==> src/sdpg_pkg.sv <==
`timescale 1ns / 1ps
// Shared types, opcodes and constants of the step/direction pulse generator.
// No dependencies.
package sdpg_pkg;

   localparam int RATE_W      = 20;
   localparam int HALF_W      = 19;
   localparam int ELAPSED_W   = 20;
   localparam int OP_W        = 3;
   localparam int CSR_IDX_W   = 1;
   localparam int CSR_DATA_W  = RATE_W;
   localparam int DIVISOR_W   = RATE_W + 1;
   localparam int QUOT_W      = 20;
   localparam int DIV_STEPS   = QUOT_W;
   localparam int DIV_CNT_W   = $clog2(DIV_STEPS);

   localparam logic [QUOT_W-1:0]    US_PER_SECOND = QUOT_W'(1000000);
   localparam logic [ELAPSED_W-1:0] ELAPSED_MAX   = {ELAPSED_W{1'b1}};

   localparam logic [OP_W-1:0] OP_TICK    = 3'd0;
   localparam logic [OP_W-1:0] OP_ENABLE  = 3'd1;
   localparam logic [OP_W-1:0] OP_DISABLE = 3'd2;
   localparam logic [OP_W-1:0] OP_START   = 3'd3;
   localparam logic [OP_W-1:0] OP_STOP    = 3'd4;
   localparam logic [OP_W-1:0] OP_SET_DIR = 3'd5;
   localparam logic [OP_W-1:0] OP_STEP    = 3'd6;

   localparam logic [CSR_IDX_W-1:0] CSR_STEPS_PER_SECOND = 1'd0;
   localparam logic [CSR_IDX_W-1:0] CSR_HAS_ENABLE_LINE  = 1'd1;

   typedef struct packed {
      logic [OP_W-1:0] opcode;
      logic            new_direction;
   } req_type;

   typedef struct packed {
      logic step_level;
      logic direction_level;
      logic enable_n;
      logic is_running;
      logic is_enabled;
   } rsp_type;

   typedef struct packed {
      logic cfg_write;
      logic div_start;
      logic div_step;
      logic div_finish;
      logic item_apply;
   } cmd_type;

endpackage

==> src/sdpg_ctrl.sv <==
`timescale 1ns / 1ps
// Controller: handshakes, result valid and the half-period divide sequence.
// Depends on sdpg_pkg.
module sdpg_ctrl import sdpg_pkg::*; (
   input  logic                 clock,
   input  logic                 reset,
   input  logic                 req_valid,
   output logic                 req_stall,
   output logic                 rsp_valid,
   input  logic                 rsp_stall,
   input  logic                 csr_valid,
   output logic                 csr_ready,
   input  logic [CSR_IDX_W-1:0] csr_index,
   output cmd_type              cmd
);

   typedef enum logic [1:0] {
      IDLE,
      DIVIDE,
      FINISH
   } state_type;

   state_type            state_ff, state_in;
   logic [DIV_CNT_W-1:0] count_ff, count_in;
   logic                 rsp_valid_ff, rsp_valid_in;

   assign csr_ready = (state_ff == IDLE);
   assign req_stall = (state_ff != IDLE) || (rsp_valid_ff && rsp_stall) || csr_valid;
   assign rsp_valid = rsp_valid_ff;

   always_comb begin
      cmd            = '0;
      cmd.cfg_write  = csr_valid && csr_ready;
      cmd.div_start  = cmd.cfg_write && (csr_index == CSR_STEPS_PER_SECOND);
      cmd.div_step   = (state_ff == DIVIDE);
      cmd.div_finish = (state_ff == FINISH);
      cmd.item_apply = req_valid && !req_stall;
   end

   always_comb begin
      state_in     = state_ff;
      count_in     = count_ff;
      rsp_valid_in = rsp_valid_ff;
      if (cmd.item_apply) begin
         rsp_valid_in = 1'b1;
      end else if (rsp_valid_ff && !rsp_stall) begin
         rsp_valid_in = 1'b0;
      end
      unique case (state_ff)
         IDLE: begin
            count_in = '0;
            if (cmd.div_start) begin
               state_in = DIVIDE;
            end
         end
         DIVIDE: begin
            count_in = count_ff + 1'b1;
            if (count_ff == DIV_CNT_W'(DIV_STEPS - 1)) begin
               state_in = FINISH;
            end
         end
         FINISH: begin
            state_in = IDLE;
         end
         default: begin
            state_in = IDLE;
         end
      endcase
   end

   always_ff @(posedge clock) begin
      if (reset) begin
         state_ff     <= IDLE;
         count_ff     <= '0;
         rsp_valid_ff <= 1'b0;
      end else begin
         state_ff     <= state_in;
         count_ff     <= count_in;
         rsp_valid_ff <= rsp_valid_in;
      end
   end

   a_no_item_while_dividing: assert property (@(posedge clock) disable iff (reset)
      (state_ff != IDLE) |-> !cmd.item_apply)
      else $error("item applied during divide");
   a_count_bound: assert property (@(posedge clock) disable iff (reset)
      (state_ff == DIVIDE) |-> (count_ff < DIV_CNT_W'(DIV_STEPS)))
      else $error("divide counter out of range");
   a_rsp_held: assert property (@(posedge clock) disable iff (reset)
      (rsp_valid_ff && rsp_stall) |=> rsp_valid_ff)
      else $error("stalled result dropped");
   a_finish_returns: assert property (@(posedge clock) disable iff (reset)
      cmd.div_finish |=> (state_ff == IDLE))
      else $error("divide did not return to idle");

endmodule

==> src/sdpg_dp.sv <==
`timescale 1ns / 1ps
// Datapath: control flags, tick counter, serial half-period divider and result register.
// Depends on sdpg_pkg.
module sdpg_dp import sdpg_pkg::*; (
   input  logic                  clock,
   input  logic                  reset,
   input  cmd_type               cmd,
   input  req_type               req_data,
   input  logic [CSR_IDX_W-1:0]  csr_index,
   input  logic [CSR_DATA_W-1:0] csr_wdata,
   output rsp_type               rsp_data
);

   logic                 enabled_ff, enabled_in;
   logic                 running_ff, running_in;
   logic                 step_ff, step_in;
   logic                 dir_ff, dir_in;
   logic [ELAPSED_W-1:0] elapsed_ff, elapsed_in;
   logic [HALF_W-1:0]    half_ff, half_in;
   logic [RATE_W-1:0]    rate_ff, rate_in;
   logic                 has_en_ff, has_en_in;

   logic [DIVISOR_W-1:0] divisor_ff;
   logic [DIVISOR_W-1:0] rem_ff;
   logic [QUOT_W-1:0]    quot_ff;
   rsp_type              rsp_ff;

   logic [DIVISOR_W:0]   trial;
   logic                 fits;
   logic [ELAPSED_W-1:0] elapsed_inc;
   logic                 pulse;

   assign trial = {rem_ff, quot_ff[QUOT_W-1]};
   assign fits  = (trial >= {1'b0, divisor_ff});
   assign elapsed_inc = (elapsed_ff == ELAPSED_MAX) ? elapsed_ff : elapsed_ff + 1'b1;

   always_comb begin
      enabled_in = enabled_ff;
      running_in = running_ff;
      step_in    = step_ff;
      dir_in     = dir_ff;
      elapsed_in = elapsed_ff;
      half_in    = half_ff;
      rate_in    = rate_ff;
      has_en_in  = has_en_ff;
      pulse      = 1'b0;
      if (cmd.cfg_write) begin
         if (csr_index == CSR_STEPS_PER_SECOND) begin
            rate_in = csr_wdata;
            if (csr_wdata == '0) begin
               running_in = 1'b0;
               step_in    = 1'b0;
            end
         end else begin
            has_en_in = csr_wdata[0];
         end
      end
      if (cmd.div_finish) begin
         if (rate_ff == '0) begin
            half_in = '0;
         end else if (quot_ff == '0) begin
            half_in = HALF_W'(1);
         end else begin
            half_in = quot_ff[HALF_W-1:0];
         end
      end
      if (cmd.item_apply) begin
         unique case (req_data.opcode)
            OP_TICK: begin
               if (enabled_ff && running_ff && (half_ff != '0)) begin
                  if (elapsed_inc >= ELAPSED_W'(half_ff)) begin
                     elapsed_in = '0;
                     step_in    = !step_ff;
                  end else begin
                     elapsed_in = elapsed_inc;
                  end
               end
            end
            OP_ENABLE: begin
               enabled_in = 1'b1;
            end
            OP_DISABLE: begin
               running_in = 1'b0;
               step_in    = 1'b0;
               enabled_in = 1'b0;
            end
            OP_START: begin
               if (enabled_ff && (rate_ff != '0)) begin
                  elapsed_in = '0;
                  running_in = 1'b1;
               end
            end
            OP_STOP: begin
               running_in = 1'b0;
               step_in    = 1'b0;
            end
            OP_SET_DIR: begin
               running_in = 1'b0;
               step_in    = 1'b0;
               dir_in     = req_data.new_direction;
               if (running_ff && enabled_ff && (rate_ff != '0)) begin
                  elapsed_in = '0;
                  running_in = 1'b1;
               end
            end
            OP_STEP: begin
               pulse = enabled_ff;
            end
            default: begin
            end
         endcase
      end
   end

   always_ff @(posedge clock) begin
      if (reset) begin
         enabled_ff <= 1'b0;
         running_ff <= 1'b0;
         step_ff    <= 1'b0;
         dir_ff     <= 1'b1;
         elapsed_ff <= '0;
         half_ff    <= '0;
         rate_ff    <= '0;
         has_en_ff  <= 1'b1;
      end else begin
         enabled_ff <= enabled_in;
         running_ff <= running_in;
         step_ff    <= step_in;
         dir_ff     <= dir_in;
         elapsed_ff <= elapsed_in;
         half_ff    <= half_in;
         rate_ff    <= rate_in;
         has_en_ff  <= has_en_in;
      end
   end

   always_ff @(posedge clock) begin
      if (cmd.div_start) begin
         divisor_ff <= {csr_wdata, 1'b0};
         rem_ff     <= '0;
         quot_ff    <= US_PER_SECOND;
      end else if (cmd.div_step) begin
         rem_ff  <= fits ? DIVISOR_W'(trial - {1'b0, divisor_ff}) : trial[DIVISOR_W-1:0];
         quot_ff <= {quot_ff[QUOT_W-2:0], fits};
      end
      if (cmd.item_apply) begin
         rsp_ff.step_level      <= pulse || step_in;
         rsp_ff.direction_level <= dir_in;
         rsp_ff.enable_n        <= has_en_ff ? !enabled_in : 1'b1;
         rsp_ff.is_running      <= running_in;
         rsp_ff.is_enabled      <= enabled_in;
      end
   end

   assign rsp_data = rsp_ff;

endmodule

==> src/step_dir_pulse_generator.sv <==
`timescale 1ns / 1ps
// Top level of the step/direction pulse generator: controller plus datapath.
// Depends on sdpg_pkg, sdpg_ctrl and sdpg_dp.
//
//   port group  direction  handshake            payload
//   req_        in         req_valid/req_stall  req_type (opcode, new_direction)
//   rsp_        out        rsp_valid/rsp_stall  rsp_type (line levels and flags)
//   csr_        in         csr_valid/csr_ready  csr_index, csr_wdata
//
// A request is applied in the cycle it is accepted; its result is registered
// and shows in the next cycle. A new request is taken while that result waits
// unless rsp_stall is high; a pending csr_valid or a divide also holds it off.
// A steps_per_second write runs the 20-step serial divider, then FINISH, with
// requests held off. Sync reset clears enable/run; dir_ff resets high.
module step_dir_pulse_generator import sdpg_pkg::*; (
   input  logic                  clock,
   input  logic                  reset,
   input  logic                  req_valid,
   output logic                  req_stall,
   input  req_type               req_data,
   output logic                  rsp_valid,
   input  logic                  rsp_stall,
   output rsp_type               rsp_data,
   input  logic                  csr_valid,
   output logic                  csr_ready,
   input  logic [CSR_IDX_W-1:0]  csr_index,
   input  logic [CSR_DATA_W-1:0] csr_wdata
);

   cmd_type cmd;

   sdpg_ctrl u_ctrl (
      .clock     (clock),
      .reset     (reset),
      .req_valid (req_valid),
      .req_stall (req_stall),
      .rsp_valid (rsp_valid),
      .rsp_stall (rsp_stall),
      .csr_valid (csr_valid),
      .csr_ready (csr_ready),
      .csr_index (csr_index),
      .cmd       (cmd)
   );

   sdpg_dp u_dp (
      .clock     (clock),
      .reset     (reset),
      .cmd       (cmd),
      .req_data  (req_data),
      .csr_index (csr_index),
      .csr_wdata (csr_wdata),
      .rsp_data  (rsp_data)
   );

endmodule
==> config.mk <==
export PLATFORM = sky130hd
export DESIGN_NAME = step_dir_pulse_generator
export DESIGN_NICKNAME = d
export VERILOG_FILES = /design/src/sdpg_pkg.sv /design/src/sdpg_ctrl.sv /design/src/sdpg_dp.sv /design/src/step_dir_pulse_generator.sv
export SDC_FILE = /design/constraint.sdc
export NUM_CORES = 1
export LEC_CHECK = 0
export BUFFER_PORTS_ARGS = -buffer_cell sky130_fd_sc_hd__buf_2
export CORE_MARGIN = 2
export CORE_UTILIZATION = 40
export DETAILED_ROUTE_END_ITERATION = 16
export PLACE_DENSITY_LB_ADDON = 0.15
export SYNTH_ARGS = -nofsm -noshare
export SYNTH_HDL_FRONTEND = slang
export SYNTH_HIERARCHICAL = 1
export SYNTH_SLANG_ARGS = --single-unit
==> constraint.sdc <==
create_clock -name clock -period 4 [get_ports clock]
set_input_delay 0.4 -clock clock [delete_from_list [all_inputs] [get_ports clock]]
set_output_delay 0.4 -clock clock [all_outputs]
set_load 0.01 [all_outputs]
**Word-level counts from Yosys, hierarchy flattened**

Cells that the tools add are included.

- Bits in registers: 138
- Bits in latches: 0
- RAM bits: 0
- ROM bits: 0
- Input bits: 30
- Output and inout port bits: 8
- Word-level logic and storage cells: 108
- Memories: 0

- Add/subtract/negate cells: 3
- Multiply operators: 0
- Divide/modulo/power cells: 0
- $lt $le $gt $ge: 2
- Equal/unequal tests: 15
- Shift operators: 0
- Muxes and demuxes: 35
- Bitwise operators: 1
- Reductions and logical operators: 33

Operators by type and width:

| kind | number |
|---|---|
| $mux W20 | 5 |
| $logic_not A20 Y1 | 3 |
| $pmux W20 S3 | 1 |
| $mux W19 | 2 |
| $ge A22 B21 Y1 | 1 |
| $mux W21 | 1 |
| $sub A21 B21 Y21 | 1 |
| $add A20 B1 Y20 const B | 1 |
| $eq A20 B20 Y1 const B | 1 |
| $ge A20 B19 Y1 | 1 |
| $reduce_bool A20 Y1 | 1 |
| $mux W1 | 19 |
| $reduce_bool A19 Y1 | 1 |
| $pmux W5 S2 | 1 |
| $eq A3 B3 Y1 const B | 3 |
| $logic_and A1 B1 Y1 | 9 |
| $ne A2 B1 Y1 const B | 4 |
| $eq A3 B2 Y1 const B | 2 |
| $reduce_and A2 Y1 | 3 |
| $reduce_bool A2 Y1 | 3 |
| $add A5 B1 Y5 const B | 1 |
| $eq A5 B5 Y1 const B | 1 |
| $reduce_and A5 Y1 | 1 |
| $logic_not A1 Y1 | 4 |
| other kinds (15) | 19 |

**Longest topological paths before layout**

- Depth in word-level cells: 9
- Depth in mapped cells: 16
- Mapped depth without buffers: 15

**Modules after synthesis**

Netlist, hierarchy kept.

By module, submodules not included:

| module | times used | cells an instance | area an instance (sq um) | seq. area each (sq um) |
|---|---|---|---|---|
| sdpg_dp | 1 | 778 | 6,986.7 | 2,852.7 |
| sdpg_ctrl | 1 | 42 | 394.1 | 160.2 |

**Least setup slack after synthesis**

OpenSTA, ideal clock, no wires.

- Path kind: register to register
- From: register u_dp.elapsed_ff[10]
- To: register u_dp.elapsed_ff[12]
- Library setup time: 0.057 ns
- Data arrival time: 3.373 ns
- Required time: 3.943 ns
- Slack: 0.570 ns
- Cell stages (with the launch flop): 16
- Buffers on the path: 1
- Period minus slack after synthesis: 3.430 ns
- Cells stage by stage: dfxtp_1 -> nand4_2 -> nor3_4 -> a31oi_1 -> and3_1 -> nor2b_1 -> or2_2 -> ha_1 -> nand2_1 -> o21ai_0 -> a221oi_1 -> nand3_1 -> or4b_4 -> buf_6 -> o21bai_1 -> a21o_1

- Cells in the longest elaborated chain, start to end: 6
- Elaborated cells between the ends (all ways): 7
- Those cells by class: add/sub (1); order compare (1); eq/ne (1); mux (4)

Ends and longest elaborated chain:

| what | line | text |
|---|---|---|
| start: declaration | sdpg_dp.sv:18 | `logic [ELAPSED_W-1:0] elapsed_ff, elapsed_in;` |
| start signal: assignment | sdpg_dp.sv:130 | `elapsed_ff <= elapsed_in;` |
| $add A20 B1 Y20 or $eq A20 B20 Y1 (tied branches) | sdpg_dp.sv:35 | `assign elapsed_inc = (elapsed_ff == ELAPSED_MAX) ? elapsed_ff : elapsed_ff + 1'b1;` |
| $mux W20 (*) | sdpg_dp.sv:35 |  |
| $ge A20 B19 Y1 | sdpg_dp.sv:71 | `if (elapsed_inc >= ELAPSED_W'(half_ff)) begin` |
| $mux W20 (*) | sdpg_dp.sv:71 |  |
| $mux W20 (*) | sdpg_dp.sv:70 | `if (enabled_ff && running_ff && (half_ff != '0)) begin` |
| $pmux W20 S3 (*) | sdpg_dp.sv:68 | `unique case (req_data.opcode)` |

Mark *: on every way between the ends. The rest lies on a longest branch, timed or not. The select of a mux whose other input is x is not followed.
A chain may end at the register's enable or synchronous reset.

**Worst setup path in the final report**

- From: register u_dp.elapsed_ff[4]
- To: register u_dp.elapsed_ff[15]

The elaborated chain is that of the path after synthesis.

==> key figures <==
Outcome
  • Outcome: completed

STA
  • Slew HR: a little under 40%
  • Final Max Tran Viols: 0
  • Fin crit period: between 3 and 4 ns
  • Final Skew: 0.0194 ns
  • Fmax: 264 MHz
  • Actual slew at the worst max-slew pin: between 0.8 and 0.9 ns
  • Final Hold Violating Endpoints: 0
  • Final worst slack: 0.212 ns
  • Setup violations, final: 0
  • Final worst-path cycle share: approximately 95%

Route
  • Mean routed wirelength per cell: 16.3 µm
  • Vias post-DR: 6034
  • Post-route DRC: 0
  • DRT antenna net count: 0
  • Vias per inst: 5.51
  • Total wire length: approximately 18000 µm
  • TritonRoute pass-1 iters: 5
  • DRT iter0 DRCs: ~360

Yosys
  • Area leader, netlist: dfxtp_1
  • Sequential area share after synthesis: about 41%
  • Post-synth EDFFs: 25
  • Post-synth top cells: dfxtp_1, nand2_1, nor2_1
  • Top FF cell, synth: dfxtp_1
  • Synthesized area per cell: 9.00 µm²
  • Cell Area, Synth: 0.00738 mm²
  • Synth Net Count: between 800 and 900
  • Synthesized instance count: 820
  • Synth warn: 6
  • Yosys reg bits: 138
  • Yosys top cell area share: 30.6%
  • Post-synth cell types: 70
  • Most numerous cell in the Yosys netlist: dfxtp_1
  • Synth async-reset ratio: 0%
  • Main area contributors after synthesis: dfxtp_1, edfxtp_1, ha_1

Clock tree
  • Number of buffers created by CTS: 17
  • CTS tree: done
  • Clock slew at reported path FFs: 0.06 ns
  • CTS sink cnt: between 100 and 150
  • Root Buffer: clkbuf_16
  • Clk Latency, worst-skew pair: 0.42 ns
  • Largest buffer count on any clock path: 2
  • Htree depth: 4

Final layout
  • N_diodes: 0
  • Final core utilization: 47.1%
  • Layout cells sized above 1: 14.0%
  • Number of nets in the layout: 925
  • Area delta synth->final: 15.0%
  • Filler Cell Count: 1745
  • FF/Latch Area: 0.00301 mm²
  • Multi-input combinational cell area: 0.00411 mm²

Global routing
  • Number of global-route vias before repair: 6075
  • GRT Total Usage: a little under a fifth
  • Antenna violations before repair: 0
  • Largest net degree at the start of global routing: 53
  • First-pass GRT wire length: 29900 µm
  • Global route overflow: 0

Hold path
  • Hold Crit Start: csr_wdata[3]
  • Hold depth: 1
  • Hold Crit Class: primary input to flip-flop
  • Min-Delay Endpoint: u_dp/divisor_ff[4]

Floorplan
  • Core footprint: ~0.018 mm²
  • I/O pin count: 38
  • DIE AREA: between 0.015 and 0.02 mm²
  • Std-Cell Rows: around 50
  • Chip height: about 140 µm
  • Die width: 140 µm
  • Initial Utilization: 40.9%

Placement
  • Dpl ws: 0.145 ns
  • IO Port Bufs: 37
  • RePlAce Congestion: ~0.87
  • HPWL Detailed: 12800 µm

Setup path
  • FF-to-FF Start: u_dp/elapsed_ff[4]
  • Critical path peak fanout: 7
  • CP Data Required Time: approximately 4.4 ns
  • Crit Path Class: flip-flop to flip-flop
  • CP Launch Type: flip-flop
  • Critical Path AT: 4.16 ns
  • Crit path capture type: flip-flop
  • Reg2reg setup slack: 0.21 ns
  • R2R cell count: 14
  • RR Endpoint: u_dp/elapsed_ff[15]

Power
  • Pwr Density: 506 mW/mm²
  • Leakage power: roughly 3.5 nW
  • Internal Pwr Total: 2.99 mW
  • Logic pwr share: a little under a quarter
  • Clock power frac: between 30% and 40%
  • VDD IR max: 0.308 mV
  • Net Sw Power: 1.30 mW
  • Flop pwr share: between 30% and 40%
  • Net Sw Frac: 30.4%

Job
  • Max Cap Violations: 0
## registers in the layout, summed over array words and instances, names as in the netlist
register	flops
u_dp/rsp_data	5
u_ctrl/count_ff	5
u_dp/enabled_ff	1
u_ctrl/state_ff	2
u_dp/rem_ff	21
u_dp/dir_ff	1
u_dp/step_ff	1
u_dp/rate_ff	20
u_dp/half_ff	19
u_dp/running_ff	1
u_dp/has_en_ff	1
u_ctrl/rsp_valid	1
u_dp/quot_ff	20
u_dp/elapsed_ff	20
u_dp/divisor_ff	20
## area by class of cell
class | instances | area share [%]
clock buffer | 19 | 5.10
clock inverter | 13 | 1.93
inverter | 50 | 2.21
multi-input combinational | 595 | 48.4
sequential | 138 | 35.5
tap | 229 | 3.38
timing repair buffer | 51 | 3.42
## worst max path at each step
stage,start,end,slack (ns),depth (start not counted)
5_1_grt,u_dp/elapsed_ff[3],u_dp/elapsed_ff[12],-0.04,14
2_1_floorplan,u_dp/elapsed_ff[10],u_dp/elapsed_ff[12],0.57,15
4_1_cts,u_dp/elapsed_ff[10],u_dp/elapsed_ff[7],0.11,13
3_3_place_gp,u_dp/elapsed_ff[10],u_dp/elapsed_ff[1],0.21,13
3_5_place_dp,u_dp/elapsed_ff[10],u_dp/elapsed_ff[4],0.15,13
6_report,u_dp/elapsed_ff[4],u_dp/elapsed_ff[15],0.21,14
## worst max-delay path: stages (launching register included)
cell	delay, ns
dfxtp_1	0.43
nand4_1	0.27
nor2_2	0.21
buf_4	0.15
nand3_1	0.21
nand4_1	0.28
xnor2_1	0.21
ha_1	0.30
o21ai_0	0.16
o21ai_0	0.15
nor2_1	0.19
a31oi_2	0.22
or4b_4	0.64
nor3b_1	0.24
a21o_1	0.10
## metrics by stage
stage                     TNS [ns]  hold slack, ns  total power, mW  std cells  area, µm²
after floorplan                  0           0.430             2.45        820       7380
after global placement           0           0.434             2.67       1058       7770
after detailed placement         0           0.445             2.70       1058       7770
after CTS                        0           0.179             4.34       1090       8370
after global routing       -0.0465           0.171             4.55       1095       8480
final                            0           0.201             4.29       1095       8480
## layer usage
metal	wire length, µm	part of all wire (%)	up-vias	global-route usage [%]
li1	-	-	3025	-
met2	8600	48	101	30.9
met5	0	0	-	0
met1	8590	48	2893	24.8
met3	490	2.7	15	4.16
met4	194	1.1	0	5.32
## layout by cell type (no fill, tap or decap), types with 9 or more instances in the layout
cell	synthesis	layout
nor4_1	22	22
ha_1	41	41
xor2_1	12	12
a21o_1	13	13
clkbuf_16	0	17
nand2b_1	15	15
a22o_1	10	10
xnor2_1	14	14
edfxtp_1	25	25
a2bb2oi_1	19	19
nor2_1	75	73
nand4_1	9	9
a21oi_1	52	52
nand3_1	14	13
inv_1	50	50
buf_4	2	14
o21ai_0	23	23
a211oi_1	13	13
buf_2	2	37
nand2_1	78	76
mux2i_1	29	29
nor3_1	11	10
nor2b_1	19	18
dfxtp_1	113	112
## power groups by stage
| stage | Sequential (mW) | Combinational, mW | Clock, mW |
|---|---|---|---|
| after floorplan | 1.64 | 0.808 | 0 |
| after global placement | 1.68 | 0.996 | 0 |
| after detailed placement | 1.68 | 1.02 | 0 |
| after CTS | 1.65 | 1.03 | 1.66 |
| after global routing | 1.67 | 1.15 | 1.73 |
| final | 1.65 | 1.02 | 1.62 |
## timing repair
action                                  in CTS  in global routing
resized for setup                            0                 16
hold buffers                                 0                  0
setup buffers                                0                  4
endpoints found under the setup margin       0                 20
## kinds of logic after synthesis
kind of cell | synth area share (%)
AO/OA/AOI/OAI | 17.5
XOR/XNOR | 3.09
adder cells (fa/ha/maj) | 7.22
buffers and inverters | 4.81
flip-flops | 40.8
multiplexers | 4.59
AND/OR/NAND/NOR | 22.0
(Power assumes the default switching activity.)
